### config.mk
export PLATFORM = sky130hd
export DESIGN_NAME = tdp_ctrl
export DESIGN_NICKNAME = d
export VERILOG_FILES = /design/src/design/tdp_pkg.sv /design/src/design/tdp_ctrl.sv
export SDC_FILE = /design/constraint.sdc
export NUM_CORES = 1
export LEC_CHECK = 0
export BUFFER_PORTS_ARGS = -buffer_cell sky130_fd_sc_hd__buf_2
export CAP_MARGIN = 5
export CORE_MARGIN = 8
export CORE_UTILIZATION = 30
export DETAILED_ROUTE_END_ITERATION = 7
export GPL_TIMING_DRIVEN = 0
export PLACE_DENSITY_LB_ADDON = 0.08
export SETUP_SLACK_MARGIN = 0.1
export SLEW_MARGIN = 20
export SYNTH_ARGS = -nofsm -noshare
export SYNTH_HDL_FRONTEND = slang
export SYNTH_SLANG_ARGS = --single-unit
### constraint.sdc
create_clock -name i_clk -period 5.7 [get_ports i_clk]
set_clock_uncertainty 0.05 [all_clocks]
set_input_delay 0.855 -clock i_clk [delete_from_list [all_inputs] [get_ports i_clk]]
set_output_delay 0.855 -clock i_clk [all_outputs]
set_load 0.01 [all_outputs]
### src/design/tdp_pkg.sv
// Shared constants and types for the trial-division prime tester.
`timescale 1ns / 1ps

package tdp_pkg;

    localparam int WIDTH = 32;
    localparam int CNT_W = (WIDTH > 1) ? $clog2(WIDTH) : 1;

    localparam logic [WIDTH-1:0] VAL_TWO   = WIDTH'(2);
    localparam logic [WIDTH-1:0] VAL_THREE = WIDTH'(3);

    typedef enum logic [1:0] {
        S_IDLE,
        S_LAUNCH,
        S_WAIT,
        S_RESULT
    } t_state;

    typedef struct packed {
        logic start;
    } t_div_ctl;

    typedef struct packed {
        logic             done;
        logic [WIDTH-1:0] quo;
        logic [WIDTH-1:0] rem;
    } t_div_sts;

endpackage

### src/design/tdp_ctrl.sv
// Sequencer: screens small and even values, then steps odd divisors through the divider.
`timescale 1ns / 1ps

module tdp_ctrl
    import tdp_pkg::*;
(
    input  logic             i_clk,
    input  logic             i_rst_n,
    input  logic             i_start,
    input  logic [WIDTH-1:0] i_candidate,
    input  t_div_sts         i_div_sts,
    output t_div_ctl         o_div_ctl,
    output logic [WIDTH-1:0] o_dividend,
    output logic [WIDTH-1:0] o_divisor,
    output logic             o_busy,
    output logic             o_valid,
    output logic             o_is_prime
);

    t_state           r_state, n_state;
    logic [WIDTH-1:0] r_n, n_n;
    logic [WIDTH-1:0] r_d, n_d;
    logic             r_prime, n_prime;

    // next state and datapath registers
    always_comb begin
        n_state = r_state;
        n_n     = r_n;
        n_d     = r_d;
        n_prime = r_prime;
        case (r_state)
            S_IDLE: begin
                if (i_start) begin
                    n_n = i_candidate;
                    n_d = VAL_THREE;
                    if (i_candidate < VAL_TWO || !i_candidate[0]) begin
                        n_prime = (i_candidate == VAL_TWO);
                        n_state = S_RESULT;
                    end else begin
                        n_state = S_LAUNCH;
                    end
                end
            end
            S_LAUNCH: n_state = S_WAIT;
            S_WAIT: begin
                if (i_div_sts.done) begin
                    if (r_d > i_div_sts.quo) begin
                        // divisor passed the square root: no factor found
                        n_prime = 1'b1;
                        n_state = S_RESULT;
                    end else if (i_div_sts.rem == '0) begin
                        n_prime = 1'b0;
                        n_state = S_RESULT;
                    end else begin
                        n_d     = r_d + VAL_TWO;
                        n_state = S_LAUNCH;
                    end
                end
            end
            S_RESULT: n_state = S_IDLE;
            default:  n_state = S_IDLE;
        endcase
    end

    // outputs
    always_comb begin
        o_div_ctl.start = 1'b0;
        o_busy          = 1'b1;
        o_valid         = 1'b0;
        case (r_state)
            S_IDLE:   o_busy          = 1'b0;
            S_LAUNCH: o_div_ctl.start = 1'b1;
            S_WAIT:   o_busy          = 1'b1;
            S_RESULT: o_valid         = 1'b1;
            default:  o_busy          = 1'b1;
        endcase
    end

    always_ff @(posedge i_clk) begin
        if (!i_rst_n) begin
            r_state <= S_IDLE;
        end else begin
            r_state <= n_state;
        end
        r_n     <= n_n;
        r_d     <= n_d;
        r_prime <= n_prime;
    end

    assign o_dividend = r_n;
    assign o_divisor  = r_d;
    assign o_is_prime = r_prime;

endmodule

* Word-level counts from Yosys, hierarchy flattened
Cells that the tools add are included.
** Storage, ports and cells
- Flip-flop bits (word level) :: 67
- Input port bits :: 100
- Output and inout bits :: 68
** Operators by class
- Add/subtract/negate cells :: 1
- Order comparisons :: 2
- Equality and inequality tests :: 10
- Muxes and demuxes :: 20
- Reduce and logical (&&, ||, !) cells :: 9
** Operators by type and width (count)
- $mux W32 :: 4
- $pmux W32 S2 :: 1
- $add A32 B2 Y32 const B :: 1
- $eq A32 B2 Y1 const B :: 1
- $gt A32 B32 Y1 :: 1
- $logic_not A32 Y1 :: 1
- $lt A32 B2 Y1 const B :: 1
- $mux W2 :: 5
- $ne A2 B2 Y1 const B :: 5
- $reduce_and A5 Y1 :: 2
- $mux W1 :: 8
- $pmux W2 S4 :: 1
- $eq A2 B2 Y1 const B :: 2
- $reduce_and A2 Y1 :: 2
- $ne A3 B3 Y1 const B :: 1
- $eq A2 B1 Y1 const B :: 1
- $logic_not A2 Y1 :: 1
- $pmux W1 S2 :: 1
- $reduce_bool A2 Y1 :: 1
- $logic_not A1 Y1 :: 1
- $logic_or A1 B1 Y1 :: 1

* Depth between registers and ports, before layout
- Depth in word-level cells :: 5
- Gate-level depth with buffers :: 8
- Mapped depth without buffers :: 8

* Worst setup path after synthesis
OpenSTA, ideal clock, no wires.
- Path type :: input to register
- From :: input i_start
- To :: register r_d[10] (netlist: o_divisor[10]) (enable)
- Library setup time :: 0.387 ns
- Arrival :: 3.065 ns
- Required time :: 5.263 ns
- Setup slack :: 2.198 ns
- Stages :: 3
- Buffers on the path :: 0
- Cells stage by stage :: nand2b_1 nor2_1 a21o_1
** On the way
- Word-level cells in the longest chain between the ends :: 2
** Ends and longest elaborated chain
- start: declaration :: RTL line tdp_ctrl.sv:9 : input logic i_start,
- $ne A2 B2 Y1 (no line)
- $reduce_and A5 Y1 (no line)
- end signal: assignment :: RTL line tdp_ctrl.sv:86 : r_d <= n_d;
- end: declaration :: RTL line tdp_ctrl.sv:22 : logic [WIDTH-1:0] r_d, n_d;
Every way passes these cells.
A chain may end at the register's enable or synchronous reset.

* Worst setup path after layout
- From :: input i_div_sts[37] (netlist bit)
- To :: register r_d[22] (netlist: o_divisor[22]) (enable)
** On the way
- Word-level cells in the longest chain between the ends :: 3
** Ends and longest elaborated chain
- start: declaration :: RTL line tdp_ctrl.sv:11 : input t_div_sts i_div_sts,
- $gt A32 B32 Y1 :: RTL line tdp_ctrl.sv:47 : if (r_d > i_div_sts.quo) begin
- $ne A2 B2 Y1 (no line)
- $reduce_and A5 Y1 (no line)
Every way passes these cells.

==> summary.md <==
| Metric | Value |
|---|---|
| Nets | 642 |
| Initial core utilization | 31.0% |
| CP Cell Sequence | buf_2 > inv_1 > ha_1 > a211oi_1 > nor2_1 > o31ai_1 > o211ai_1 > a311oi_2 > a21o_2 |
| Grt ovf | 0 |
| Final Cycle Share | 58.5% |
| Post_cts resized | 0 |
| CP required | 5.61 ns |
| Critical setup path kind | primary input to flop |
| Yosys cell types | 49 |
| Crit end category | flop |
| Core box area | 12,100 um^2 |
| ANT nets after route | 0 |
| # setup viols final | 0 |
| Pins Over Slew Limit | 0 |
| Post-route DRC | 0 |
| Finished Cell Area | 5130 um^2 |
| Avg Cell Area, Syn | 11.3 um^2 |
| Largest net degree at the start of global routing | 32 |
| Vias in the first global route | 3,212 |
| Delay-heaviest family, CP | compound AO/OA/AOI/OAI gates |
| Drt pass-1 iters | 4 |
| Root Driver | clkbuf_16 |
| Syn Nets | 464 |
| CTS max path bufs | 2 |
| Cell Area, Synth | 3740 um^2 |
| Ys async rst share | 0% |
| First-pass GRT wire length | 16,400 um |
| RSZ-0062 raised after global routing | false |
| Relative slew slack | 50.7% |
| DIE AREA | 16,300 um^2 |
| GPL Wtd Cong | 0.804 |
| Setup TNS | 0 ns |
| Hold Crit Depth | 2 |
| Synth-to-Final Area Change | 37.3% |
| N_diodes | 0 |
| Max frequency | 300 MHz |
| CTS Hold Bufs | 0 |
| Post-DP Area | 4810 um^2 |
| Arr. time, crit path | 3.24 ns |
| Hold Crit Class | flop to flop |
| WP buf/inv | 2 |
| Total wire length | 10,500 um |
| Crit path time final | 3.34 ns |
| Die height | 128 um |
| Register-to-Register Path Depth | 7 |
| Crit-path slowest cell | a21o_2 |
| Post-synth top flop | edfxtp_1 |
| Ratio of cells with drive above 1 in the final layout | 38.4% |
| Worst-Skew Late Latency | 0.33 ns |
| Number of synthesized flops with an enable pin | 64 |
| Largest fanout on the critical path | 31 |
| DP Wirelength | 8600 um |
| Crit start category | primary input |
| Ys Warns | 0 |
| Site Rows | 40 |
| Initial DRC count | 133 |
| Peak VDD IR | 188 uV |
| Post-Synthesis Cells | 332 |
| Fin. Hold Viols | 0 |
| H-tree Lvls | 3 |
| PD cells | 421 nW/um^2 |
| GRT Overall Usage | 12.8% |
| Vias | 3,155 |
| Chip Width | 128 um |
| Number of max-cap violations | 0 |
| CTS tree | built |
| I/O Buffers | 166 |
| Clk slew on worst S/H paths | 0.06 ns |
| Worst-Margin Slew | 0.739 ns |
| Yosys reg bits | 66 |
| Initial antenna violation count | 0 |
| Crit-path max cell delay | 0.67 ns |
| CTS Sinks | 66 |
| Run status | complete, no violations |
| Vias/cell | 4.62 |
| I/O Pins | 168 |
| Seq/Total Area, Yosys | 52.5% |
| CP Depth | 9 |
| Leakage power | 2.28 nW |
| Post-CTS setup buffer count | 0 |
| DR WL/cell | 15.4 um |
| CTS Buf Count | 9 |
-- cell families after synthesis --
kind of cell | synth area share [%]
adders and majority gates | 10.7
xor gates and xnor gates | 6.80
other | 0.100
buffers and inverters | 4.22
AOI/OAI and AO/OA | 6.06
DFF | 52.5
and+or+nand+nor | 19.6
-- sequential cells by signal, indices dropped and copies added, names as in the netlist --
| name | count |
|---|---|
| o_dividend | 32 |
| o_divisor | 31 |
| o_is_prime | 1 |
| r_state | 2 |
-- cell usage after synthesis (2+ instances only) --
| cell | instances | area (um^2) |
|---|---|---|
| a21oi_1 | 12 | 60.1 |
| nor2_1 | 40 | 150 |
| nor3_1 | 2 | 10.0 |
| o21ai_0 | 2 | 10.0 |
| ha_1 | 32 | 400 |
| nand3_1 | 14 | 70.1 |
| nand4_1 | 13 | 81.3 |
| edfxtp_1 | 64 | 1920 |
| and3_1 | 5 | 31.3 |
| inv_1 | 36 | 135 |
| nand2b_1 | 3 | 18.8 |
| xor2_1 | 22 | 193 |
| or2_2 | 2 | 12.5 |
| nand2_1 | 17 | 63.8 |
| and2_1 | 2 | 12.5 |
| xnor2_1 | 7 | 61.3 |
| nor4_1 | 15 | 93.8 |
| a21o_1 | 2 | 15.0 |
| clkbuf_1 | 4 | 15.0 |
| o31ai_1 | 2 | 15.0 |
| and4_1 | 3 | 26.3 |
| nand3_2 | 2 | 20.0 |
| dfxtp_1 | 2 | 40.0 |
| and4_4 | 2 | 22.5 |
| a211oi_1 | 3 | 22.5 |
-- per-layer routing --
| layer | share of wire [%] | global-route usage (%) | wire length [um] |
|---|---|---|---|
| met5 | 0 | 0 | 0 |
| met4 | 1.0 | 4.20 | 110 |
| met3 | 9.2 | 5.03 | 962 |
| met2 | 46 | 21.2 | 4870 |
| met1 | 43 | 15.0 | 4560 |
-- area by class of cell --
| type | count | area, um^2 |
|---|---|---|
| plain buffers | 5 | 22.5 |
| fillers | 1220 | 6930 |
| clock inverters | 7 | 92.6 |
| repair buffers | 167 | 858 |
| multi-input cells | 225 | 1630 |
| flip-flops and latches | 66 | 1960 |
| clock buffers | 9 | 225 |
| well taps | 168 | 210 |
| inverters | 36 | 135 |
-- worst reg2reg max path, cell delays in order (launching register included) --
cell and delay [ns]:
edfxtp_1 0.52, ha_1 0.37, a21oi_1 0.15, a21oi_1 0.08
o31ai_1 0.33, o211ai_1 0.27, a311oi_2 0.42, a21o_2 0.67
-- report_power, final --
group / leakage (nW) / switching (mW) / total, mW / internal [mW]
clock: 0.151 / 0.203 / 0.584 / 0.382
combinational: 1.50 / 0.408 / 0.705 / 0.297
sequential: 0.634 / 0.143 / 0.870 / 0.727
total: 2.28 / 0.753 / 2.16 / 1.41
-- placed cells by master, fill, tap and decap left out, types with 3 or more instances in the layout --
cell       Yosys  layout
a211oi_1       3       3
a21oi_1       12      12
and3_1         5       5
and4_1         3       3
buf_2          0     166
clkbuf_1       4       4
clkbuf_16      0       9
edfxtp_1      64      64
ha_1          32      32
inv_1         36      36
nand2_1       17      17
nand2b_1       3       3
nand3_1       14      14
nand4_1       13      13
nor2_1        40      39
nor4_1        15      15
xnor2_1        7       7
xor2_1        22      22
-- stage by stage --
stage	utilization (%)	hold slack (ns)	power (mW)	setup slack (ns)	instances
2_1_floorplan	-	0.454	1.28	2.20	332
3_3_place_gp	39.6	0.502	1.58	1.13	666
3_5_place_dp	39.9	0.510	1.60	1.98	667
4_1_cts	42.5	0.519	2.20	2.33	683
5_1_grt	42.5	0.561	2.31	2.10	683
6_report	42.5	0.515	2.16	2.36	683
-- path summary, 6_finish.rpt --
kind	start	end	slack [ns]
worst max-delay path	i_div_sts[37]	o_divisor[22]$_SDFFCE_PN0P_	2.36
worst min register to register	r_state[1]$_SDFFE_PN0P_	r_state[0]$_SDFFE_PN0P_	0.52
worst max register to register	o_divisor[3]$_SDFFCE_PN0P_	o_divisor[22]$_SDFFCE_PN0P_	2.47
worst min-delay path	r_state[1]$_SDFFE_PN0P_	r_state[0]$_SDFFE_PN0P_	0.52
No activity file was read; power rests on OpenSTA's default activity.
